==> src/bmi_pkg.sv <==
// shared types and constants of the bitmap index query engine
package bmi_pkg;

    localparam int MAX_ROWS  = 64;
    localparam int MAP_COUNT = 8;
    localparam int ROW_W     = 6;
    localparam int MAP_W     = 3;
    localparam int CNT_W     = 7;
    localparam int MAP_AW    = $clog2(MAP_COUNT);
    localparam int S_DATA_W  = 16;
    localparam int M_DATA_W  = 8;

    typedef logic [MAX_ROWS-1:0] row_word_t;

    typedef enum logic [1:0] {
        CMD_SET,
        CMD_EQ,
        CMD_AND,
        CMD_OR
    } cmd_t;

    typedef enum logic [1:0] {
        ST_MATCH,
        ST_NONE,
        ST_NOTFOUND
    } status_t;

    typedef enum logic [1:0] {
        LD_FIRST,
        LD_AND,
        LD_OR
    } load_t;

    typedef enum logic [2:0] {
        S_IDLE,
        S_DECODE,
        S_RD_A,
        S_LOAD_A,
        S_LOAD_B,
        S_CHECK,
        S_SCAN,
        S_SINGLE
    } state_t;

    typedef struct packed {
        logic  load;
        load_t mode;
        logic  shift;
    } scan_ctl_t;

    typedef struct packed {
        logic             zero;
        logic             bit0;
        logic             rest_zero;
        logic [ROW_W-1:0] row;
    } scan_stat_t;

endpackage

==> src/bmi_ram.sv <==
// generic single write port ram with registered read
module bmi_ram #(
    parameter int WIDTH = 64,
    parameter int DEPTH = 8
) (
    input  logic                     aclk,
    input  logic                     we,
    input  logic [$clog2(DEPTH)-1:0] waddr,
    input  logic [WIDTH-1:0]         wdata,
    input  logic [$clog2(DEPTH)-1:0] raddr,
    output logic [WIDTH-1:0]         rdata
);

    logic [WIDTH-1:0] mem [DEPTH];

    always_ff @(posedge aclk) begin
        if (we) begin
            mem[waddr] <= wdata;
        end
        rdata <= mem[raddr];
    end

endmodule

==> src/bmi_scan.sv <==
// shared combine and shift unit that walks a result word one row per cycle while its shift control is set
module bmi_scan (
    input  logic                aclk,
    input  bmi_pkg::scan_ctl_t  ctl,
    input  bmi_pkg::row_word_t  rdata,
    input  bmi_pkg::row_word_t  mask,
    output bmi_pkg::scan_stat_t stat
);
    import bmi_pkg::*;

    row_word_t        word_reg, word_next;
    logic [ROW_W-1:0] row_reg, row_next;

    always_comb begin
        word_next = word_reg;
        row_next  = row_reg;
        if (ctl.load) begin
            row_next = '0;
            unique case (ctl.mode)
                LD_FIRST: word_next = rdata & mask;
                LD_AND:   word_next = word_reg & rdata & mask;
                LD_OR:    word_next = (word_reg | rdata) & mask;
                default:  word_next = rdata & mask;
            endcase
        end else if (ctl.shift) begin
            word_next = word_reg >> 1;
            row_next  = row_reg + ROW_W'(1);
        end
    end

    always_ff @(posedge aclk) begin
        word_reg <= word_next;
        row_reg  <= row_next;
    end

    assign stat.zero      = (word_reg == '0);
    assign stat.bit0      = word_reg[0];
    assign stat.rest_zero = (word_reg[MAX_ROWS-1:1] == '0);
    assign stat.row       = row_reg;

endmodule

==> src/bmi_ctrl.sv <==
// sequencer: command decode, bitmap read and update, result output register
module bmi_ctrl (
    input  logic                         aclk,
    input  logic                         aresetn,
    input  logic                         s_valid,
    output logic                         s_ready,
    input  bmi_pkg::cmd_t                cmd,
    input  logic [bmi_pkg::MAP_W-1:0]    first_map,
    input  logic [bmi_pkg::MAP_W-1:0]    second_map,
    input  logic [bmi_pkg::ROW_W-1:0]    row_index,
    input  logic                         bit_value,
    input  logic [bmi_pkg::CNT_W-1:0]    row_lim,
    output logic                         ram_we,
    output logic [bmi_pkg::MAP_AW-1:0]   ram_waddr,
    output bmi_pkg::row_word_t           ram_wdata,
    output logic [bmi_pkg::MAP_AW-1:0]   ram_raddr,
    input  bmi_pkg::row_word_t           ram_rdata,
    output bmi_pkg::scan_ctl_t           scan_ctl,
    input  bmi_pkg::scan_stat_t          scan_stat,
    output logic                         m_valid,
    input  logic                         m_ready,
    output bmi_pkg::status_t             m_status,
    output logic [bmi_pkg::ROW_W-1:0]    m_row,
    output logic                         m_last
);
    import bmi_pkg::*;

    state_t               state_reg, state_next;
    cmd_t                 cmd_reg;
    logic [MAP_W-1:0]     m1_reg, m2_reg;
    logic [ROW_W-1:0]     row_reg;
    logic                 bit_reg;
    logic [MAP_COUNT-1:0] present_reg, present_next;
    status_t              single_reg, single_next;
    logic                 out_valid_reg, out_valid_next;
    status_t              out_status_reg, out_status_next;
    logic [ROW_W-1:0]     out_row_reg, out_row_next;
    logic                 out_last_reg, out_last_next;

    logic      m1_ok, m2_ok, exists1, exists2, slot_free, emit;
    row_word_t old_word, bit_mask;

    assign m1_ok     = (int'(m1_reg) < MAP_COUNT);
    assign m2_ok     = (int'(m2_reg) < MAP_COUNT);
    assign exists1   = m1_ok && present_reg[m1_reg[MAP_AW-1:0]];
    assign exists2   = m2_ok && present_reg[m2_reg[MAP_AW-1:0]];
    assign slot_free = !out_valid_reg || m_ready;
    assign old_word  = exists1 ? ram_rdata : '0;
    assign bit_mask  = row_word_t'(1) << row_reg;

    // next state
    always_comb begin
        state_next = state_reg;
        unique case (state_reg)
            S_IDLE: begin
                if (s_valid) begin
                    state_next = S_DECODE;
                end
            end
            S_DECODE: begin
                if (cmd_reg == CMD_SET) begin
                    state_next = (m1_ok && (CNT_W'(row_reg) < row_lim)) ? S_RD_A : S_IDLE;
                end else if (exists1 && (cmd_reg == CMD_EQ || exists2)) begin
                    state_next = S_RD_A;
                end else begin
                    state_next = S_SINGLE;
                end
            end
            S_RD_A: state_next = S_LOAD_A;
            S_LOAD_A: begin
                unique case (cmd_reg)
                    CMD_SET: state_next = S_IDLE;
                    CMD_EQ:  state_next = S_CHECK;
                    default: state_next = S_LOAD_B;
                endcase
            end
            S_LOAD_B: state_next = S_CHECK;
            S_CHECK:  state_next = scan_stat.zero ? S_SINGLE : S_SCAN;
            S_SCAN: begin
                if (scan_stat.bit0 && slot_free && scan_stat.rest_zero) begin
                    state_next = S_IDLE;
                end
            end
            S_SINGLE: begin
                if (slot_free) begin
                    state_next = S_IDLE;
                end
            end
            default: state_next = S_IDLE;
        endcase
    end

    // outputs
    always_comb begin
        s_ready        = (state_reg == S_IDLE);
        ram_we         = (state_reg == S_LOAD_A) && (cmd_reg == CMD_SET);
        ram_waddr      = m1_reg[MAP_AW-1:0];
        ram_wdata      = bit_reg ? (old_word | bit_mask) : (old_word & ~bit_mask);
        ram_raddr      = (state_reg == S_LOAD_A) ? m2_reg[MAP_AW-1:0] : m1_reg[MAP_AW-1:0];
        scan_ctl.load  = 1'b0;
        scan_ctl.mode  = LD_FIRST;
        scan_ctl.shift = 1'b0;
        emit           = 1'b0;
        present_next   = present_reg;
        single_next    = single_reg;
        out_status_next = ST_MATCH;
        out_row_next    = '0;
        out_last_next   = 1'b1;
        unique case (state_reg)
            S_DECODE: begin
                single_next = ST_NOTFOUND;
            end
            S_LOAD_A: begin
                if (cmd_reg == CMD_SET) begin
                    present_next[m1_reg[MAP_AW-1:0]] = 1'b1;
                end else begin
                    scan_ctl.load = 1'b1;
                end
            end
            S_LOAD_B: begin
                scan_ctl.load = 1'b1;
                scan_ctl.mode = (cmd_reg == CMD_AND) ? LD_AND : LD_OR;
            end
            S_CHECK: begin
                single_next = ST_NONE;
            end
            S_SCAN: begin
                scan_ctl.shift = !scan_stat.bit0 || slot_free;
                emit           = scan_stat.bit0 && slot_free;
                out_row_next   = scan_stat.row;
                out_last_next  = scan_stat.rest_zero;
            end
            S_SINGLE: begin
                emit            = slot_free;
                out_status_next = single_reg;
            end
            default: begin
            end
        endcase
        if (emit) begin
            out_valid_next = 1'b1;
        end else if (m_ready) begin
            out_valid_next = 1'b0;
        end else begin
            out_valid_next = out_valid_reg;
        end
    end

    always_ff @(posedge aclk) begin
        if (!aresetn) begin
            state_reg     <= S_IDLE;
            present_reg   <= '0;
            out_valid_reg <= 1'b0;
        end else begin
            state_reg     <= state_next;
            present_reg   <= present_next;
            out_valid_reg <= out_valid_next;
        end
    end

    always_ff @(posedge aclk) begin
        single_reg <= single_next;
        if (s_valid && s_ready) begin
            cmd_reg <= cmd;
            m1_reg  <= first_map;
            m2_reg  <= second_map;
            row_reg <= row_index;
            bit_reg <= bit_value;
        end
        if (emit) begin
            out_status_reg <= out_status_next;
            out_row_reg    <= out_row_next;
            out_last_reg   <= out_last_next;
        end
    end

    assign m_valid  = out_valid_reg;
    assign m_status = out_status_reg;
    assign m_row    = out_row_reg;
    assign m_last   = out_last_reg;

endmodule

==> src/bitmap_index_query_engine.sv <==
// top level of the bitmap index query engine
// set request: bitmap read, then written with the bit updated; next request taken after the write
// ignored set request (row at or beyond row count): next request taken straight after decode
// query: not-found result registered in the single-result state after decode, else first result
// registered after the read, load and check states and the scan up to the first matching row;
// the scan walks one row per cycle; stalled results hold the scan
// reset (aresetn low, synchronous) marks all bitmaps absent and sets row_count to 64
module bitmap_index_query_engine (
    input  logic                           aclk,
    input  logic                           aresetn,
    input  logic                           s_tvalid,
    output logic                           s_tready,
    // first_map [2:0], second_map [5:3], row_index [11:6], bit_value [12]
    input  logic [bmi_pkg::S_DATA_W-1:0]   s_tdata,
    // cmd [1:0]
    input  logic [1:0]                     s_tuser,
    output logic                           m_tvalid,
    input  logic                           m_tready,
    // match_row [5:0]
    output logic [bmi_pkg::M_DATA_W-1:0]   m_tdata,
    // status [1:0]
    output logic [1:0]                     m_tuser,
    output logic                           m_tlast,
    input  logic                           cfg_valid,
    output logic                           cfg_ready,
    input  logic [bmi_pkg::CNT_W-1:0]      cfg_data
);
    import bmi_pkg::*;

    logic [CNT_W-1:0]  row_count_reg;
    logic [CNT_W-1:0]  row_lim;
    row_word_t         row_mask;
    logic              ram_we;
    logic [MAP_AW-1:0] ram_waddr, ram_raddr;
    row_word_t         ram_wdata, ram_rdata;
    scan_ctl_t         scan_ctl;
    scan_stat_t        scan_stat;
    status_t           m_status;
    logic [ROW_W-1:0]  m_row;

    assign cfg_ready = 1'b1;

    always_ff @(posedge aclk) begin
        if (!aresetn) begin
            row_count_reg <= CNT_W'(MAX_ROWS);
        end else if (cfg_valid) begin
            row_count_reg <= cfg_data;
        end
    end

    assign row_lim  = (row_count_reg > CNT_W'(MAX_ROWS)) ? CNT_W'(MAX_ROWS) : row_count_reg;
    assign row_mask = (row_lim >= CNT_W'(MAX_ROWS)) ? '1
                    : ((row_word_t'(1) << row_lim) - row_word_t'(1));

    bmi_ram #(
        .WIDTH(MAX_ROWS),
        .DEPTH(MAP_COUNT)
    ) u_ram (
        .aclk  (aclk),
        .we    (ram_we),
        .waddr (ram_waddr),
        .wdata (ram_wdata),
        .raddr (ram_raddr),
        .rdata (ram_rdata)
    );

    bmi_scan u_scan (
        .aclk  (aclk),
        .ctl   (scan_ctl),
        .rdata (ram_rdata),
        .mask  (row_mask),
        .stat  (scan_stat)
    );

    bmi_ctrl u_ctrl (
        .aclk       (aclk),
        .aresetn    (aresetn),
        .s_valid    (s_tvalid),
        .s_ready    (s_tready),
        .cmd        (cmd_t'(s_tuser)),
        .first_map  (s_tdata[2:0]),
        .second_map (s_tdata[5:3]),
        .row_index  (s_tdata[11:6]),
        .bit_value  (s_tdata[12]),
        .row_lim    (row_lim),
        .ram_we     (ram_we),
        .ram_waddr  (ram_waddr),
        .ram_wdata  (ram_wdata),
        .ram_raddr  (ram_raddr),
        .ram_rdata  (ram_rdata),
        .scan_ctl   (scan_ctl),
        .scan_stat  (scan_stat),
        .m_valid    (m_tvalid),
        .m_ready    (m_tready),
        .m_status   (m_status),
        .m_row      (m_row),
        .m_last     (m_tlast)
    );

    assign m_tuser = m_status;
    assign m_tdata = M_DATA_W'(m_row);

endmodule

==> config.mk <==
export PLATFORM = sky130hd
export DESIGN_NAME = bitmap_index_query_engine
export DESIGN_NICKNAME = d
export VERILOG_FILES = /design/src/bmi_pkg.sv /design/src/bmi_ram.sv /design/src/bmi_scan.sv /design/src/bmi_ctrl.sv /design/src/bitmap_index_query_engine.sv
export SDC_FILE = /design/constraint.sdc
export NUM_CORES = 1
export LEC_CHECK = 0
export BUFFER_PORTS_ARGS = -buffer_cell sky130_fd_sc_hd__buf_2
export CAP_MARGIN = 20
export CORE_MARGIN = 5
export CORE_UTILIZATION = 57
export DETAILED_ROUTE_END_ITERATION = 6
export PLACE_DENSITY_LB_ADDON = 0.08
export SKIP_CTS_REPAIR_TIMING = 1
export SLEW_MARGIN = 30
export SYNTH_ARGS = -nofsm -noshare
export SYNTH_HDL_FRONTEND = slang
export SYNTH_HIERARCHICAL = 1
export SYNTH_SLANG_ARGS = --single-unit
==> constraint.sdc <==
create_clock -name aclk -period 5.9 [get_ports aclk]
set_clock_uncertainty 0.05 [all_clocks]
set_input_delay 0.59 -clock aclk [delete_from_list [all_inputs] [get_ports aclk]]
set_output_delay 0.59 -clock aclk [all_outputs]
set_load 0.02 [all_outputs]
# Yosys cells after proc, flatten, opt, wreduce, memory -nomap -nowiden
# Memory sizes are Yosys's and may differ from the RTL's. A register that Yosys moved wholly into a read port is not among the register bits.
# Cells that the tools add are included.
[word_totals] reg_bits=115 mem_bits_rw=512 input_bits=30 output_inout_bits=14 elab_cells=103 mem_count=1
[mem_list] name="u_ram.mem" depth=8 width=64 read_ports=1 rd_clocked_by_memory_dff=1 write_ports=1 line_no="bmi_ram.sv:14" rtl="logic [WIDTH-1:0] mem [DEPTH];"
[classes] n_addsub=2 n_lt_le_gt_ge=6 eq_ne=14 shifts=2 mux=34 n_bitwise=9 n_reduce_logical=20
[ops] cell="$and A64 B64 Y64" n=5
[ops] cell="$mux W64" n=5
[ops] cell="$or A64 B64 Y64" n=2
[ops] cell="$pmux W64 S2" n=1
[ops] cell="$logic_not A64 Y1" n=1
[ops] cell="$not A64 Y64" n=1
[ops] cell="$shl A1 B6 Y64 const A" n=1
[ops] cell="$shl A1 B7 Y64 const A" n=1
[ops] cell="$sub A64 B1 Y64 const B" n=1
[ops] cell="$logic_not A63 Y1" n=1
[ops] cell="$pmux W3 S8" n=1
[ops] cell="$mux W3" n=6
[ops] cell="$eq A3 B3 Y1 const B" n=4
[ops] cell="$mux W1" n=10
[ops] cell="$lt A3 B4 Y1 const B" n=2
[ops] cell="$or A8 B8 Y8" n=1
[ops] cell="$ge A7 B7 Y1 const B" n=1
[ops] cell="$gt A7 B7 Y1 const B" n=1
[ops] cell="$lt A6 B7 Y1" n=1
[ops] cell="$mux W7" n=1
[ops] cell="$add A6 B1 Y6 const B" n=1
[ops] cell="$bmux W1 S3" n=2
[ops] cell="$eq A3 B2 Y1 const B" n=2
[ops] cell="$logic_and A1 B1 Y1" n=6
[ops] cell="18 further kinds" n=29

# Longest topological paths before layout
[logic_depth] depth_word=8 mapped_depth=14 ltp_nobuf=12

# Modules after synthesis
# Netlist, hierarchy kept.
[modules_own_cells] module="bmi_ram" instances=1 cells_per_inst=816 area_each_um2=20547.2 seq_area_each_um2=16656.0
[modules_own_cells] module="bmi_scan" instances=1 cells_per_inst=672 area_each_um2=4832.1 seq_area_each_um2=2042.0
[modules_own_cells] module="bmi_ctrl" instances=1 cells_per_inst=436 area_each_um2=3288.2 seq_area_each_um2=1021.0
[modules_own_cells] module="bitmap_index_query_engine" instances=1 cells_per_inst=301 area_each_um2=1890.6 seq_area_each_um2=140.1

# Worst setup path after synthesis
# No wires, ideal clock.
[synth_path] path_kind="register to register" from="register u_ctrl.state_reg[1]" to="memory u_ram.mem[0][0], enable pin" setup_ns=0.565 t_arrival_ns=5.487 required_ns=5.285 slack_ns=-0.201 stages_incl_launch_ff=6 path_buffers=1 period_less_slack_ns=6.101 path_cell_list="dfxtp_1 -> clkbuf_1 -> nand3b_1 -> nor3_1 -> nand2b_1 -> nor3_1"
[synth_between] elab_chain_len=4
[synth_rtl] item="start, declared" line_no="bmi_ctrl.sv:28" rtl="state_t state_reg, state_next;"
[synth_rtl] item="start signal, assigned" line_no="bmi_ctrl.sv:155" rtl="state_reg <= state_next;"
[synth_rtl] item="$eq A3 B2 Y1" line_no="bmi_ctrl.sv:96" rtl="ram_we = (state_reg == S_LOAD_A) && (cmd_reg == CMD_SET);"
[synth_rtl] item="$logic_and A1 B1 Y1" line_no="bmi_ctrl.sv:96"
[synth_rtl] item="net ram_we" line_no="bitmap_index_query_engine.sv:33" rtl="logic ram_we;"
[synth_rtl] item="$mux W1" line_no="bmi_ram.sv:17" rtl="if (we) begin"
[synth_rtl] item="$mux W1 (not written as such)" line_no="bmi_ram.sv:18" rtl="mem[waddr] <= wdata;"
[synth_rtl] item="end, declared" line_no="bmi_ram.sv:14"
# The timed path passes the listed nets, and every way through them passes these cells.

# Worst setup path after layout
[layout_path] from="register row_count_reg[5]" to="register u_scan.word_reg[50] (data pin)"
[layout_between] elab_chain_len=8 elab_cells_between_ends=11 classes_between="1 x add/sub; 2 x order compare; 1 x shift; 4 x mux; 3 x bitwise"
[layout_rtl] item="start, declared" line_no="bitmap_index_query_engine.sv:30" rtl="logic [CNT_W-1:0] row_count_reg;"
[layout_rtl] item="start signal, assigned" line_no="bitmap_index_query_engine.sv:45" rtl="row_count_reg <= CNT_W'(MAX_ROWS);"
[layout_rtl] item="start signal, assigned" line_no="bitmap_index_query_engine.sv:47" rtl="row_count_reg <= cfg_data;"
[layout_rtl] item="$gt A7 B7 Y1" line_no="bitmap_index_query_engine.sv:51" rtl="assign row_lim = (row_count_reg > CNT_W'(MAX_ROWS)) ? CNT_W'(MAX_ROWS) : row_count_reg;"
[layout_rtl] item="$mux W7 (*)" line_no="bitmap_index_query_engine.sv:51"
[layout_rtl] item="$shl A1 B7 Y64" line_no="bitmap_index_query_engine.sv:53" rtl=": ((row_word_t'(1) << row_lim) - row_word_t'(1));"
[layout_rtl] item="$sub A64 B1 Y64" line_no="bitmap_index_query_engine.sv:53"
[layout_rtl] item="$mux W64 (*)" line_no="bitmap_index_query_engine.sv:52" rtl="assign row_mask = (row_lim >= CNT_W'(MAX_ROWS)) ? '1"
[layout_rtl] item="net row_mask[50]" line_no="bitmap_index_query_engine.sv:32" rtl="row_word_t row_mask;"
[layout_rtl] item="$and A64 B64 Y64, on equally long branches"
[layout_rtl] item="$pmux W64 S2 (*)" line_no="bmi_scan.sv:19" rtl="unique case (ctl.mode)"
[layout_rtl] item="$mux W64 (*)" line_no="bmi_scan.sv:17" rtl="if (ctl.load) begin"
[layout_rtl] item="net u_scan.word_next[50]" line_no="bmi_scan.sv:11" rtl="row_word_t word_reg, word_next;"
[layout_rtl] item="end signal, assigned" line_no="bmi_scan.sv:32" rtl="word_reg <= word_next;"
[layout_rtl] item="end, declared" line_no="bmi_scan.sv:11"
# The timed path passes the listed nets; every way through them passes the cells marked *.
# A chain may end at the register's enable or synchronous reset.

==> impl_metrics.tcl <==
set metrics [dict create \
    outcome "finished clean" \
    drive_above_1_share_pct 18.4 \
    grt_pass1_vias 18900 \
    num_rows 84 \
    post-route-drc-count 0 \
    die_area_um2 58300 \
    async_reset_ff_share_pct 0 \
    cts.path.max_buffers 3 \
    min_path_cells 1 \
    hold_violations 0 \
    path_max_fanout 23 \
    ys_ff_latch 691 \
    avgSynthCellArea_um2 13.7 \
    tns_ps 0 \
    yosysWarningCount 6 \
    cts.clk_slew.worst_paths_ps 60 \
    vdd_drop_max_mv 0.484 \
    hold_path.class "primary input to register" \
    antenna_found_initial 1 \
    grt_max_degree 89 \
    syn2layout_area_growth_pct 10.5 \
    rr_startpoint "row_count_reg[5]$_SDFFE_PN0P_" \
    cts_tree "done" \
    dr.pass1.iters 6 \
    startpoint_type "register" \
    num_vias 19400 \
    cap_viol_max_count 0 \
    ys.flop_type "edfxtp_1" \
    hp-start "s_tdata[2]" \
    relSlewSlack_pct 24.8 \
    ys_types 80 \
    syn_inst 2225 \
    syn_area_um2 30600 \
    rr_worst_depth 12 \
    worst_skew_pair.late_latency_ps 630 \
    drt_first_iter_violations 2177 \
    cts_buffers 71 \
    synth_edf_count 602 \
    htree_num_levels 3 \
    grt_pass1_wl_um 118000 \
    drt_wl_total_um 78300 \
    dpl.hpwl_um 48300 \
    gr-usage-all-layers_pct 26.4 \
    start_util_pct 57.8 \
    core-area_um2 52900 \
    slew_viol_final 0 \
    fin_crit_ps 4270 \
    leakage_nw 11.4 \
    p_total_mw 15.6 \
    arrival_ps 4680 \
    rrSetupSlack_ps 1630 \
    wire_per_inst_um 26.3 \
    synth_seq_area_share_pct 65.0 \
    ant_nets 0 \
    io_buffers 37 \
    grt_overflow_total 0 \
    fin_util_pct 63.9 \
    tightestPinTransition_ps 1120 \
    die_w_um 242 \
    critPathCaptureType "register" \
    setup_ws_ps 1630 \
    cp_data_required_time_ps 6310 \
    gp_routability_congestion 0.990 \
    setup_violations 0 \
    crit_type "register to register" \
    cts-root-buf "clkbuf_16" \
    num-nets-final 2266 \
    largest_register_ffs 512 \
    ios 44 \
    rr_endpoint "u_scan/word_reg[50]$_DFFE_PP_" \
    dpl_worst_slack_ps 1750 \
    holdPathEnd "u_ctrl/ram_waddr[2]$_DFFE_PP_" \
    clkSinkCount 691 \
    timing.fmax_mhz 234 \
    rsz0062_at_grt "no" \
    fin_crit_sh_pct 72.3 \
    fp.dieH_um 242 \
    p_per_area_nw_per_um2 463 \
    antenna_cells 0 \
    timing.hold.ws_ps 95.1 \
    via_per_inst 6.51 \
]
==> final cells by class <==
type                       instances  area, um^2
timing repair buffer              76         510
multi-input combinational       1236        9530
inverter                         151         567
clock buffer                      98        2030
fill                            3915       19100
tap                              688         861
clock inverter                    33         399
sequential                       691       19900
==> Yosys cell counts, types with 21 or more instances <==
cell type,count,share of area (%)
edfxtp_1,602,59
o21ai_0,205,3.4
inv_1,150,1.8
a21oi_1,142,2.3
nor2_1,141,1.7
mux4_2,130,9.6
nand2_1,130,1.6
dfxtp_1,89,5.8
clkbuf_1,83,1.0
mux2_2,70,2.6
nand3_1,69,1.1
o22ai_1,65,1.3
nand4_1,26,0.53
buf_1,25,0.31
nor3_1,21,0.34
==> cells in the final DEF (no fill, tap or decap), types with 12 or more instances in the layout <==
master     count
edfxtp_1     602
o21ai_0      190
inv_1        150
a21oi_1      142
nor2_1       134
nand2_1      130
mux4_2       130
dfxtp_1       89
clkbuf_16     74
nand3_1       69
mux2_2        67
o22ai_1       65
buf_2         37
buf_4         35
nand4_1       26
o21ai_1       22
nor2b_1       19
nor4_1        19
nor3_1        18
and2_1        15
clkbuf_1      15
mux2i_1       14
xnor2_1       14
nand2b_1      12
==> critical path, cell delays in order (launching register included) <==
cell       delay, ps
dfxtp_1          890
nor2_1           330
nand2_1          360
nor2_1           200
o21ai_0          120
ha_1             360
o21ai_2          210
a2111oi_4        610
a21boi_4         380
a311oi_1          80
a41oi_1          240
nand2_1          100
o22ai_1          150
==> metrics by stage <==
stage / std cells / instance area [um^2]
finish: 2973 / 33800
CTS: 2972 / 33700
global placement: 2841 / 31300
detailed placement: 2841 / 31300
global route: 2973 / 33800
floorplan: 2226 / 30600
==> layer usage <==
metal  track usage [%]  share of wire, %
met5                 0             0.034
met4              7.59               2.6
met3              6.32               9.2
met2              39.3                45
met1              39.4                43
==> cell families after synthesis <==
logic type	share of synthesized area (%)
muxes	12.6
and+or+nand+nor	7.86
xor gates and xnor gates	0.631
adders and majority gates	0.401
AOI/OAI and AO/OA	9.12
DFF	65.0
other	0.0246
buffers and inverters	4.36
==> how the worst max path moves through the flow <==
stage,slack (ps),cells past startpoint,endpoint,start
after floorplan,1520,5,u_ram/mem[2][0]$_DFFE_PP_,u_ctrl/state_reg[1]$_SDFFE_PN0P_
after global placement,1740,12,u_scan/word_reg[50]$_DFFE_PP_,row_count_reg[5]$_SDFFE_PN0P_
after detailed placement,1750,12,u_scan/word_reg[50]$_DFFE_PP_,row_count_reg[5]$_SDFFE_PN0P_
after CTS,1730,12,u_scan/word_reg[50]$_DFFE_PP_,row_count_reg[5]$_SDFFE_PN0P_
after global routing,1330,12,u_scan/word_reg[50]$_DFFE_PP_,row_count_reg[5]$_SDFFE_PN0P_
final,1630,12,u_scan/word_reg[50]$_DFFE_PP_,row_count_reg[5]$_SDFFE_PN0P_
==> power breakdown <==
part / total, mW / internal, mW / switching [mW]
registers: 6.79 / 6.27 / 0.517
clock network: 4.62 / 2.74 / 1.88
logic: 4.22 / 1.60 / 2.62
(Power assumes the default switching activity.)
